--- src/rtl/cmap_pkg.sv ---
// Shared types, codes and saturating helpers for the calibration matrix apply unit.
// Depends on nothing; every other file imports it.
package cmap_pkg;

   localparam int SB = 16;                  // bits per real or imaginary part
   localparam int FB = 12;                  // fraction bits
   localparam int PROD_W = 2 * SB;
   localparam int ACC_W = 2 * SB + 8;       // eight products plus headroom
   localparam int DIV_NUM_BITS = SB + 2 * FB;

   localparam logic signed [SB-1:0] SMAX = {1'b0, {(SB-1){1'b1}}};
   localparam logic signed [SB-1:0] SMIN = {1'b1, {(SB-1){1'b0}}};
   // 1.0, saturated to the sample width
   localparam logic signed [SB-1:0] CONE = (FB >= SB - 1) ? SMAX : SB'(1 << FB);

   localparam logic [1:0] FN_LOAD   = 2'd0;
   localparam logic [1:0] FN_APPLY  = 2'd1;
   localparam logic [1:0] FN_INVERT = 2'd2;
   localparam logic [1:0] FN_FILL   = 2'd3;

   localparam logic [2:0] MD_GENERAL  = 3'd0;
   localparam logic [2:0] MD_DIAG     = 3'd1;
   localparam logic [2:0] MD_TWO      = 3'd2;
   localparam logic [2:0] MD_SCALAR   = 3'd3;
   localparam logic [2:0] MD_ADD_DIAG = 3'd4;
   localparam logic [2:0] MD_ADD_TWO  = 3'd5;

   localparam logic [1:0] ST_OK      = 2'd0;
   localparam logic [1:0] ST_SHORT   = 2'd1;
   localparam logic [1:0] ST_ILLEGAL = 2'd2;

   localparam logic [3:0] CSR_MODE   = 4'd0;
   localparam logic [3:0] CSR_SCALAR = 4'd1;

   typedef struct packed {
      logic               [1:0]  func;
      logic               [3:0]  elem_index;
      logic signed        [15:0] elem_re;
      logic signed        [15:0] elem_im;
      logic                      elem_ok;
      logic               [2:0]  vis_count;
      logic               [31:0] vis_0;
      logic               [31:0] vis_1;
      logic               [31:0] vis_2;
      logic               [31:0] vis_3;
      logic                      has_flags;
      logic               [3:0]  in_flags;
   } req_type;

   typedef struct packed {
      logic [31:0] out_0;
      logic [31:0] out_1;
      logic [31:0] out_2;
      logic [31:0] out_3;
      logic [3:0]  out_flags;
      logic        row_flag;
      logic [1:0]  status;
   } rsp_type;

   typedef struct packed {
      logic signed [SB-1:0] re;
      logic signed [SB-1:0] im;
   } cval_type;

   typedef struct packed {
      logic valid;    // products of this step go to the accumulator
      logic first;    // first step of a vector: clear accumulator, capture add operands
      logic add;      // additive modes: result is a saturated sum
   } lane_ctl_type;

   function automatic logic signed [SB-1:0] sat_add(input logic signed [SB-1:0] a,
                                                    input logic signed [SB-1:0] b);
      logic signed [SB:0] s;
      s = (SB+1)'(a) + (SB+1)'(b);
      if (s[SB] != s[SB-1]) return s[SB] ? SMIN : SMAX;
      return s[SB-1:0];
   endfunction

   function automatic logic signed [SB-1:0] neg_sat(input logic signed [SB-1:0] a);
      if (a == SMIN) return SMAX;
      return -a;
   endfunction

   function automatic cval_type unpack_vis(input logic [2*SB-1:0] w);
      cval_type c;
      c.re = w[SB-1:0];
      c.im = w[2*SB-1:SB];
      return c;
   endfunction

   function automatic logic [2*SB-1:0] pack_vis(input cval_type c);
      return {c.im, c.re};
   endfunction

endpackage

--- src/rtl/cmap_div.sv ---
// Radix-2 restoring divider for reciprocal parts: |x| * 2^(2F) / den,
// rounded to nearest (ties away from zero), signed and saturated.
// Depends on cmap_pkg.
module cmap_div
   import cmap_pkg::*;
(
   input  logic                    clock,
   input  logic                    reset,
   input  logic                    start,
   input  logic [SB-1:0]           mag,
   input  logic                    neg,
   input  logic [2*SB-1:0]         den,
   output logic                    done,
   output logic signed [SB-1:0]    quot
);

   localparam int CW = $clog2(DIV_NUM_BITS);

   logic                    busy_ff, fin_ff, neg_ff;
   logic [CW-1:0]           cnt_ff;
   logic [DIV_NUM_BITS-1:0] num_ff;
   logic [2*SB-1:0]         rem_ff, den_ff;
   logic [2*SB:0]           trial;
   logic                    fits;
   logic                    up;
   logic [DIV_NUM_BITS:0]   qr;

   assign trial = {rem_ff, num_ff[DIV_NUM_BITS-1]};
   assign fits  = trial >= {1'b0, den_ff};

   always_ff @(posedge clock) begin
      if (reset) begin
         busy_ff <= 1'b0;
         fin_ff  <= 1'b0;
      end else begin
         fin_ff <= busy_ff && (cnt_ff == CW'(DIV_NUM_BITS - 1));
         if (start) begin
            busy_ff <= 1'b1;
         end else if (busy_ff && (cnt_ff == CW'(DIV_NUM_BITS - 1))) begin
            busy_ff <= 1'b0;
         end
      end
   end

   always_ff @(posedge clock) begin
      if (start) begin
         num_ff <= {mag, (2*FB)'(0)};
         rem_ff <= '0;
         den_ff <= den;
         neg_ff <= neg;
         cnt_ff <= '0;
      end else if (busy_ff) begin
         rem_ff <= fits ? (2*SB)'(trial - {1'b0, den_ff}) : trial[2*SB-1:0];
         num_ff <= {num_ff[DIV_NUM_BITS-2:0], fits};
         cnt_ff <= cnt_ff + 1'b1;
      end
   end

   // round up when the remainder is at least half the divisor
   assign up   = {rem_ff, 1'b0} >= {1'b0, den_ff};
   assign qr   = (DIV_NUM_BITS+1)'(num_ff) + (DIV_NUM_BITS+1)'(up);
   assign done = fin_ff;

   always_comb begin
      if (neg_ff) begin
         if (qr > (DIV_NUM_BITS+1)'(2 ** (SB - 1))) quot = SMIN;
         else quot = ~qr[SB-1:0] + 1'b1;
      end else begin
         if (qr > (DIV_NUM_BITS+1)'(2 ** (SB - 1) - 1)) quot = SMAX;
         else quot = qr[SB-1:0];
      end
   end

endmodule

--- config.mk ---
export PLATFORM = sky130hd
export DESIGN_NAME = cmap_div
export DESIGN_NICKNAME = d
export VERILOG_FILES = /design/src/rtl/cmap_pkg.sv /design/src/rtl/cmap_div.sv
export SDC_FILE = /design/constraint.sdc
export NUM_CORES = 1
export LEC_CHECK = 0
export BUFFER_PORTS_ARGS = -buffer_cell sky130_fd_sc_hd__buf_2
export CAP_MARGIN = 5
export CORE_ASPECT_RATIO = 0.8
export CORE_MARGIN = 10
export CORE_UTILIZATION = 43
export CTS_CLUSTER_DIAMETER = 60
export CTS_CLUSTER_SIZE = 30
export DETAILED_ROUTE_END_ITERATION = 8
export SLEW_MARGIN = 20
export SYNTH_ARGS = -nofsm -noshare
export SYNTH_HDL_FRONTEND = slang
export SYNTH_SLANG_ARGS = --single-unit
--- constraint.sdc ---
create_clock -name clock -period 5.5 [get_ports clock]
set_input_delay 0.275 -clock clock [delete_from_list [all_inputs] [get_ports clock]]
set_output_delay 0.275 -clock clock [all_outputs]
set_load 0.01 [all_outputs]
==> results of run 1 <==
==> routing by layer <==
layer  vias to the layer above  wire length, um
li1                       3549                -
met1                      3361            10800
met3                        21             1240
met2                       225             8700
met5                         -                0
met4                         0              196
==> state kept, by name, summed over array words and instances, names as in the netlist <==
signal	count
cnt_ff	6
rem_ff	32
done	1
neg_ff	1
num_ff	40
den_ff	32
busy_ff	1
==> critical path, delay by kind of cell (launching register included) <==
kind	cells	cell delay [ps]
simple gates	9	2030
compound gates	7	1150
fa+ha+maj	3	760
buf+inv	3	410
flops	1	320
==> layout make-up <==
cell class	count	area, um2
clock buffer	22	484
clock inverter	10	58.8
fill	1766	8710
inverter	47	176
multi-input combinational	708	4940
sequential	113	2760
tap	230	288
timing repair buffer	105	652
==> cells in the final DEF, fill, tap and decap left out, types with 8 or more instances in the layout <==
master     Yosys  final
a21o_1        11     11
edfxtp_1      49     49
nand2_1       79     79
a21oi_1       57     53
o211ai_1      11     11
o21ai_0       47     43
a211oi_1       9      9
nor2_1        89     87
buf_4          0     34
inv_1         47     47
dfxtp_1       64     63
and3_1        16     14
clkbuf_16      0     17
a311oi_1       9      9
mux2i_1       30     30
nor3_1        31     26
a31oi_1       10     10
buf_2          9     67
nor2b_1       11     10
nand4_1       24     24
a22o_1        15     15
a22oi_1       13     13
and2_1         8      8
o21a_1         8      8
xor2_1        21     21
o21ai_1        4      8
ha_1          37     29
nand3_1       29     27
xnor2_1       24     22
==> metrics by stage <==
step / utilization / instance area (um2)
global placement: 0.466 / 8410
finish: 0.518 / 9350
CTS: 0.504 / 9110
detailed placement: 0.466 / 8410
global route: 0.518 / 9350
floorplan: - / 7840
==> timing repair <==
action / in CTS / in global routing
setup endpoints to repair: 16 / 16
pin swaps: 7 / 19
gates resized for setup: 28 / 29
setup buffers: 5 / 8
gates cloned: 2 / 0
endpoints found under the hold margin: 0 / 0
==> path summary, 6_finish.rpt <==
path,startpoint,endpoint,slack [ps]
setup / recovery,den_ff[24]$_DFFE_PP_,quot[6],140
hold / removal,reset,busy_ff$_SDFFE_PP0P_,20
setup reg to reg,num_ff[39]$_DFFE_PP_,rem_ff[24]$_SDFFE_PP0P_,2240
hold reg to reg,cnt_ff[5]$_SDFFE_PP0P_,cnt_ff[5]$_SDFFE_PP0P_,480
==> power groups by stage <==
stage | logic [uW] | clock network [uW] | registers, uW
after floorplan | 439 | 0 | 982
after global placement | 578 | 0 | 1000
after detailed placement | 581 | 0 | 1000
after CTS | 597 | 1030 | 987
after global routing | 688 | 1070 | 996
final | 622 | 1010 | 988
==> kinds of logic after synthesis <==
| group | count (synthesis) | synth area share |
|---|---|---|
| AOI/OAI and AO/OA | 251 | 0.218 |
| xor gates and xnor gates | 45 | 0.0502 |
| adders and majority gates | 38 | 0.0616 |
| buffers and inverters | 101 | 0.0518 |
| DFF | 113 | 0.351 |
| muxes | 33 | 0.0426 |
| and+or+nand+nor | 341 | 0.225 |
==> metrics, run 1 <==
Max Clock Freq=about 0.19 GHz; grt met1 use=0.253; drt via density=between 5 and 6; area delta synth->final=19.2%; global route hottest layer=met1; Seq/Total Area, Yosys=0.351; routed via count=7156; vias in the first global route=6526; Starting DRT DRC Count=~580; WP data required=between 5000 and 6000 ps; Worst Path Max Fanout=7; Post-synth EDFFs=49; Tmin final=about 5400 ps; DR DRC count=0; non-filler instance count after layout=approximately 1.2k; gpl congestion=0.885; Final Hold Fails=0; CTS root buffer=clkbuf_16; met3 usage=0.0419; PortBufs=~70; Post-CTS Hold Buffers=0; top post-synthesis cells by area=edfxtp_1 (19%), dfxtp_1 (16%), ha_1 (5.9%); Mapped Area=approximately 7800 um2; leakage=0.00379 uW; most frequent cell after synthesis=nor2_1; Worst path max stage delay=approximately 550 ps; Top FF cell, synth=dfxtp_1; flops & latches, synth=roughly 110; Sw Ratio=0.306; hold path depth=2; worst slew pin tran=898 ps; syn_area_per_cell=between 8 and 9 um2; DR pass1 iterations=5; placed wire-length estimate=roughly 15000 um; Internal Power=~1800 uW; clk_skew=around 9 ps; startpoint types=flop; Peak VDD IR=between 150 and 200 uV; starting density of the core=0.434; synth cell count leaders=nor2_1 (89), nand2_1 (79), dfxtp_1 (64); Top Ports=69; Synth Instances=922; share of cells above drive strength 1=0.201; Logic pwr share=0.237; pwr dens=between 200 and 300 nW/um2; clock sinks=between 100 and 150; Syn Nets=between 1k and 1.5k; placed insts=1187; outcome=completed; yosys warns=0; Placeable Area=~18000 um2; share of power burned in registers=0.377; dpl ws=-56.1 ps; Async SR Flop Fraction=0; net switching power=801 uW; Power Total=around 2600 uW; Routed WL=20900 um; Synth area leader=edfxtp_1; WL/cell=roughly 17 um; Row Count=44; final worst-path cycle share=0.974; final setup margin=about 140 ps; die area=roughly 24000 um2; global-route wire length before repair=33700 um; Nets=1082; die height=about 140 um; initial antenna violation count=0; Worst-Skew Late Latency=about 420 ps; count of cell types in the netlist=80; setup TNS=0 ps; WP data arrival=around 5100 ps; CTS clk-pin slew, worst paths=~60 ps; die width=roughly 170 um; hold_ws=~19 ps; setup violators final=0; Max Slew Vio Count=0; routing usage on met2=0.236; GRT overflow=0; R2R cell count=12; share of the synthesized area in the top cell type=0.188; H-tree depth=4; worst hold path type=in -> reg; CTS buffer count=17; gr usage total=0.170; max cap viols=0; Antenna Diode Count=0; Clk pwr share=0.385; Critical Path Sink Type=output pin; CTS tree=yes; largest net degree at the start of global routing=73; CP max-delay cell=or4_4; relative slew slack=0.401; Crit Path Category=reg -> out; Clock Path Buffers=2; Antenna Nets Post-Route=0; CP Cell Sequence=inv_1 > ha_4 > and4_4 > nand4_1 > nor3_2 > a21boi_2 > a22o_1 > nor3_1 > o21ai_1 > ha_2 > ha_4 > nand3_2 > nor4_4 > nand3_2 > nor4_2 > o21bai_1 > or4_4 > a211oi_4 > buf_6 > o21ai_0 > a22oi_1 > buf_2
No activity file was read; power rests on OpenSTA's default activity.
==> run 2, diff against run 1 <==
- PLACE_DENSITY_LB_ADDON: unset -> 0.25
==> run 2 against run 1 <==
Hold slack gained 3.5 ps. Die area stayed put. Clock skew decreased by 2.2 ps. First-iteration DRC count is 16% higher. Via count barely moved. Critical path depth did not move. Critical path type unchanged.
==> metrics, run 2 (synthesis results as in run 1) <==
share of cells above drive strength 1=0.227; outcome=completed; commonest non-fill, non-tap cell in the layout=nor2_1; DR DRC count=0; WP data arrival=about 5000 ps; Worst Path Max Fanout=8; initial antenna violation count=1; worst slew pin tran=~900 ps; drt via density=~5.7; Clock Path Buffers=2; Biggest register=num_ff; global-route wire length before repair=around 34000 um; WL/cell=between 15 and 20 um; non-filler instance count after layout=approximately 1.2k; Worst-Skew Late Latency=420 ps; starting density of the core=0.434; vias in the first global route=6674; commonest cells after routing, fill and taps aside=nor2_1 (87), nand2_1 (79), buf_2 (67); Max Slew Vio Count=0; hold path depth=1; die height=approximately 140 um; CP bufs+invs=4; H-tree depth=4; Antenna Diode Count=0; dpl cell area=8400 um2; area delta synth->final=23.0%; Crit Path Category=reg -> out; RSZ-0062 raised after global routing=yes; die area=roughly 24000 um2; Critical Path Stages=22; CP delay by family, top=simple AND/OR/NAND/NOR gates; R2R cell count=12; CTS root buffer=clkbuf_16; Routed WL=roughly 21000 um; clock sinks=113; Row Count=between 40 and 50; CP Cell Sequence=inv_1 > ha_4 > a21o_1 > a21o_1 > a21oi_4 > o211ai_1 > a22o_1 > nor3_2 > o21ai_2 > ha_2 > buf_6 > and4_4 > nand4_4 > nor4_4 > or3_1 > a21bo_1 > or4_4 > a211oi_4 > buf_6 > nand4b_1 > o221ai_2 > buf_2; post-route cell area=9650 um2; Peak VDD IR=between 200 and 250 uV; setup violators final=0; Max Clock Freq=0.188 GHz; hold path start=den[16]; Top Ports=69; Core Util, Final=0.534; pwr dens=294 nW/um2; placed insts=1185; DR pass1 iterations=5; placed wire-length estimate=approximately 15000 um; critical path launch point=den_ff[14]$_DFFE_PP_; relative slew slack=0.397; worst hold path type=in -> reg; Placeable Area=about 18000 um2; WP data required=approximately 5200 ps; Antenna Nets Post-Route=0; max cap viols=0; Final Hold Fails=0; Worst path max stage delay=~590 ps; CTS tree=yes; gpl congestion=roughly 0.9; CP max-delay cell=or4_4; Reg-to-Reg Start=num_ff[39]$_DFFE_PP_; Nets=1092; CTS clk-pin slew, worst paths=60 ps; Largest regs=num_ff: 40 flops, den_ff: 32 flops, rem_ff: 32 flops; clk_skew=between 6 and 7 ps; max reg flops=40; final worst-path cycle share=0.965; routed via count=about 7.2k; Critical Path Sink Type=output pin; GRT overflow=0; leakage=between 0.003 and 0.004 uW; Starting DRT DRC Count=667; gr usage total=0.172; CTS buffer count=17; setup TNS=0 ps; die width=171 um; startpoint types=flop; largest net degree at the start of global routing=60; PortBufs=between 60 and 70; Tmin final=~5300 ps
## run 2: metal layers
metal	vias up	GRT usage	wire length, um
met2	194	0.240	9040
met1	3370	0.251	10800
met4	0	0.0498	286
met5	-	0	0
met3	23	0.0452	1260
li1	3571	-	-
## run 2: where the power goes
group / leakage (uW) / internal (uW) / switching (uW)
registers: 0.00101 / 936 / 59.9
clock network: 0.000329 / 808 / 400
logic: 0.00257 / 274 / 358
total: 0.00391 / 2020 / 818
## run 2: worst paths after layout
path	endpoint	slack, ps
max	quot[2]	190
min	den_ff[16]$_DFFE_PP_	20
max reg2reg	rem_ff[24]$_SDFFE_PP0P_	2200
min reg2reg	cnt_ff[5]$_SDFFE_PP0P_	500
## run 2: metrics by stage
| stage | setup slack [ps] | power (uW) | hold slack [ps] |
|---|---|---|---|
| final | 194 | 2840 | 22.5 |
| after global routing | -83.8 | 2970 | 12.3 |
| after CTS | 10.5 | 2800 | 8.09 |
| after detailed placement | -61.0 | 1580 | 453 |
| after global placement | 104 | 1580 | 451 |
| after floorplan | 545 | 1420 | 347 |
## run 2: final cells by class
type / count / area, um2
Clock buffer: 26 / 573
Clock inverter: 6 / 82.6
Fill cell: 1668 / 8410
Inverter: 47 / 176
Multi-Input combinational cell: 709 / 5050
Sequential cell: 113 / 2760
Tap cell: 230 / 288
Timing Repair Buffer: 114 / 716
## run 2: worst reg2reg max path, delay by kind of cell, from the launching register on
family	cells	cell delay, ps
compound gates	6	1490
fa+ha+maj	2	670
buf+inv	1	100
flops	1	420
mux	1	120
simple gates	2	390
## run 2: what timing repair did
| action | 4_1_cts | 5_1_grt |
|---|---|---|
| pin swaps | 4 | 31 |
| endpoints found under the setup margin | 16 | 16 |
| setup buffers | 5 | 19 |
| cloned | 1 | 2 |
| resized for setup | 25 | 58 |
| hold buffers | 0 | 0 |
==> run 3, diff against run 2 <==
- CELL_PAD_IN_SITES_DETAIL_PLACEMENT: unset -> 2
- CELL_PAD_IN_SITES_GLOBAL_PLACEMENT: unset -> 2
- CORE_UTILIZATION: 43 -> 37
==> run 3 against run 2 <==
The run now ends with negative setup slack left. Clock power down 7%. Wire length up 44%. Non-clock buffer count up 11. Hold slack worse by 17 ps. Critical path type unchanged.
==> metrics, run 3 (synthesis results as in run 1) <==
starting density of the core=0.378; commonest cells after routing, fill and taps aside=nor2_1 (87), nand2_1 (78), buf_2 (66); CTS buffer count=17; Routed WL=between 30000 and 40000 um; Worst path max stage delay=580 ps; share of power burned in registers=0.347; Largest regs=num_ff: 40 flops, den_ff: 32 flops, rem_ff: 32 flops; Top Ports=69; initial antenna violation count=0; WP data required=roughly 5200 ps; Placeable Area=20800 um2; Sw Ratio=0.321; Antenna Diode Count=0; placed wire-length estimate=around 19000 um; Antenna Nets Post-Route=0; largest net degree at the start of global routing=56; final setup margin=-12.3 ps; dpl cell area=8510 um2; PortBufs=a little under 70; CP max-delay cell=or4_4; Logic pwr share=0.261; commonest non-fill, non-tap cell in the layout=nor2_1; setup violators final=4; net switching power=921 uW; hold_ws=between 5 and 6 ps; WL/cell=between 20 and 25 um; clock sinks=around 110; Internal Power=about 2000 uW; pwr dens=290 nW/um2; Tmin final=between 5000 and 6000 ps; Biggest register=num_ff; CP bufs+invs=4; failing checks=negative setup slack; outcome=finished with violations; worst hold path type=in -> reg; gr usage total=0.209; die height=150 um; H-tree depth=4; max reg flops=40; clk_skew=roughly 10 ps; CTS clk-pin slew, worst paths=60 ps; post-route cell area=9890 um2; Clk pwr share=0.392; relative slew slack=0.394; Clock Path Buffers=2; CTS root buffer=clkbuf_16; area delta synth->final=26.1%; leakage=roughly 0.004 uW; RSZ-0062 raised after global routing=yes; Worst-Skew Late Latency=approximately 430 ps; drt via density=a little under 6; Power Total=~2900 uW; Peak VDD IR=between 150 and 200 uV; global-route wire length before repair=46500 um; CP Cell Sequence=inv_1 > ha_4 > nor2b_4 > nand4_1 > nor3_4 > a21boi_2 > a22o_1 > nor3_2 > o21ai_1 > ha_2 > ha_4 > and3_4 > nand4_1 > buf_4 > nor3_4 > a31oi_1 > or4_4 > or2_4 > buf_4 > o21ai_0 > a22oi_1 > buf_2; share of cells above drive strength 1=0.246; GRT overflow=0; max cap viols=0; Row Count=47; final worst-path cycle share=1.00; vias in the first global route=about 8.2k; Max Clock Freq=roughly 0.18 GHz; CTS tree=yes; DR pass1 iterations=5; dpl ws=-84.8 ps; Nets=1102; CP delay by family, top=simple AND/OR/NAND/NOR gates; gpl congestion=between 0.8 and 0.9; die width=183 um; die area=between 20000 and 30000 um2; setup TNS=-22.2 ps; Critical Path Sink Type=output pin; Worst Path Max Fanout=11; WP data arrival=~5200 ps; startpoint types=flop; Final Hold Fails=0; routed via count=~7.7k; DR DRC count=0; Crit Path Category=reg -> out; worst slew pin tran=approximately 900 ps; Max Slew Vio Count=0; Starting DRT DRC Count=542
[run 3: cell count changes in the layout (fill, tap and decap cells not counted), sizes merged]
| cell | change |
|---|---|
| buf | +9 |
| bufinv | +1 |
| clkbuf | -7 |
| clkinv | +4 |
| clkinvlp | +4 |
| dlygate4sd3 | +2 |
| inv | -2 |
| or2 | -1 |
[run 3: cell type report]
type | instances | area, um2
multi-input cells | 708 | 5190
clock buffers | 19 | 433
well taps | 269 | 337
clock inverters | 13 | 145
inverters | 47 | 176
fillers | 2211 | 10900
repair buffers | 125 | 848
flip-flops and latches | 113 | 2760
[run 3: layer usage]
| layer | GRT usage | part of all wire | up-vias |
|---|---|---|---|
| met2 | 0.331 | 0.48 | 176 |
| met4 | 0.0536 | 0.017 | 0 |
| met5 | 0 | 0 | - |
| met1 | 0.286 | 0.47 | 3912 |
| met3 | 0.0415 | 0.036 | 38 |
| li1 | - | - | 3581 |
[run 3: repair_timing]
item / CTS / global route
setup buffers: 16 / 16
endpoints found under the hold margin: 0 / 2
hold buffers: 0 / 2
endpoints found under the setup margin: 16 / 16
pin swaps: 20 / 27
cloned: 1 / 0
gates resized for setup: 49 / 69
[run 3: power groups by stage]
stage               sequential, uW  combinational (uW)  clock (uW)
global route                  1000                 821        1190
finish                         997                 750        1120
detailed placement            1010                 632           0
global placement              1000                 602           0
CTS                            991                 667        1140
floorplan                      982                 439           0
[run 3: path summary, 6_finish.rpt]
check	from	cells past startpoint	endpoint	slack, ps
worst max-delay path	den_ff[31]$_DFFE_PP_	22	quot[3]	-10
worst min-delay path	reset	2	busy_ff$_SDFFE_PP0P_	6
worst max register to register	num_ff[39]$_DFFE_PP_	12	rem_ff[24]$_SDFFE_PP0P_	2020
worst min register to register	cnt_ff[5]$_SDFFE_PP0P_	2	cnt_ff[5]$_SDFFE_PP0P_	510
[run 3: worst register-to-register path: stages (launching register included)]
cell and delay, ps:
edfxtp_1 470, inv_1 160, ha_1 260, fa_1 240
nor2b_1 80, o31a_1 260, o21ai_0 340, a211o_1 230
nand2_1 160, a21boi_1 440, o21ai_0 240, mux2i_1 180
a311oi_1 300
[run 3: metrics by stage]
stage                     utilization  std cells
after global placement          0.409       1227
after CTS                       0.455       1277
after global routing            0.476       1294
final                           0.476       1294
after floorplan                     -        922
after detailed placement        0.410       1228
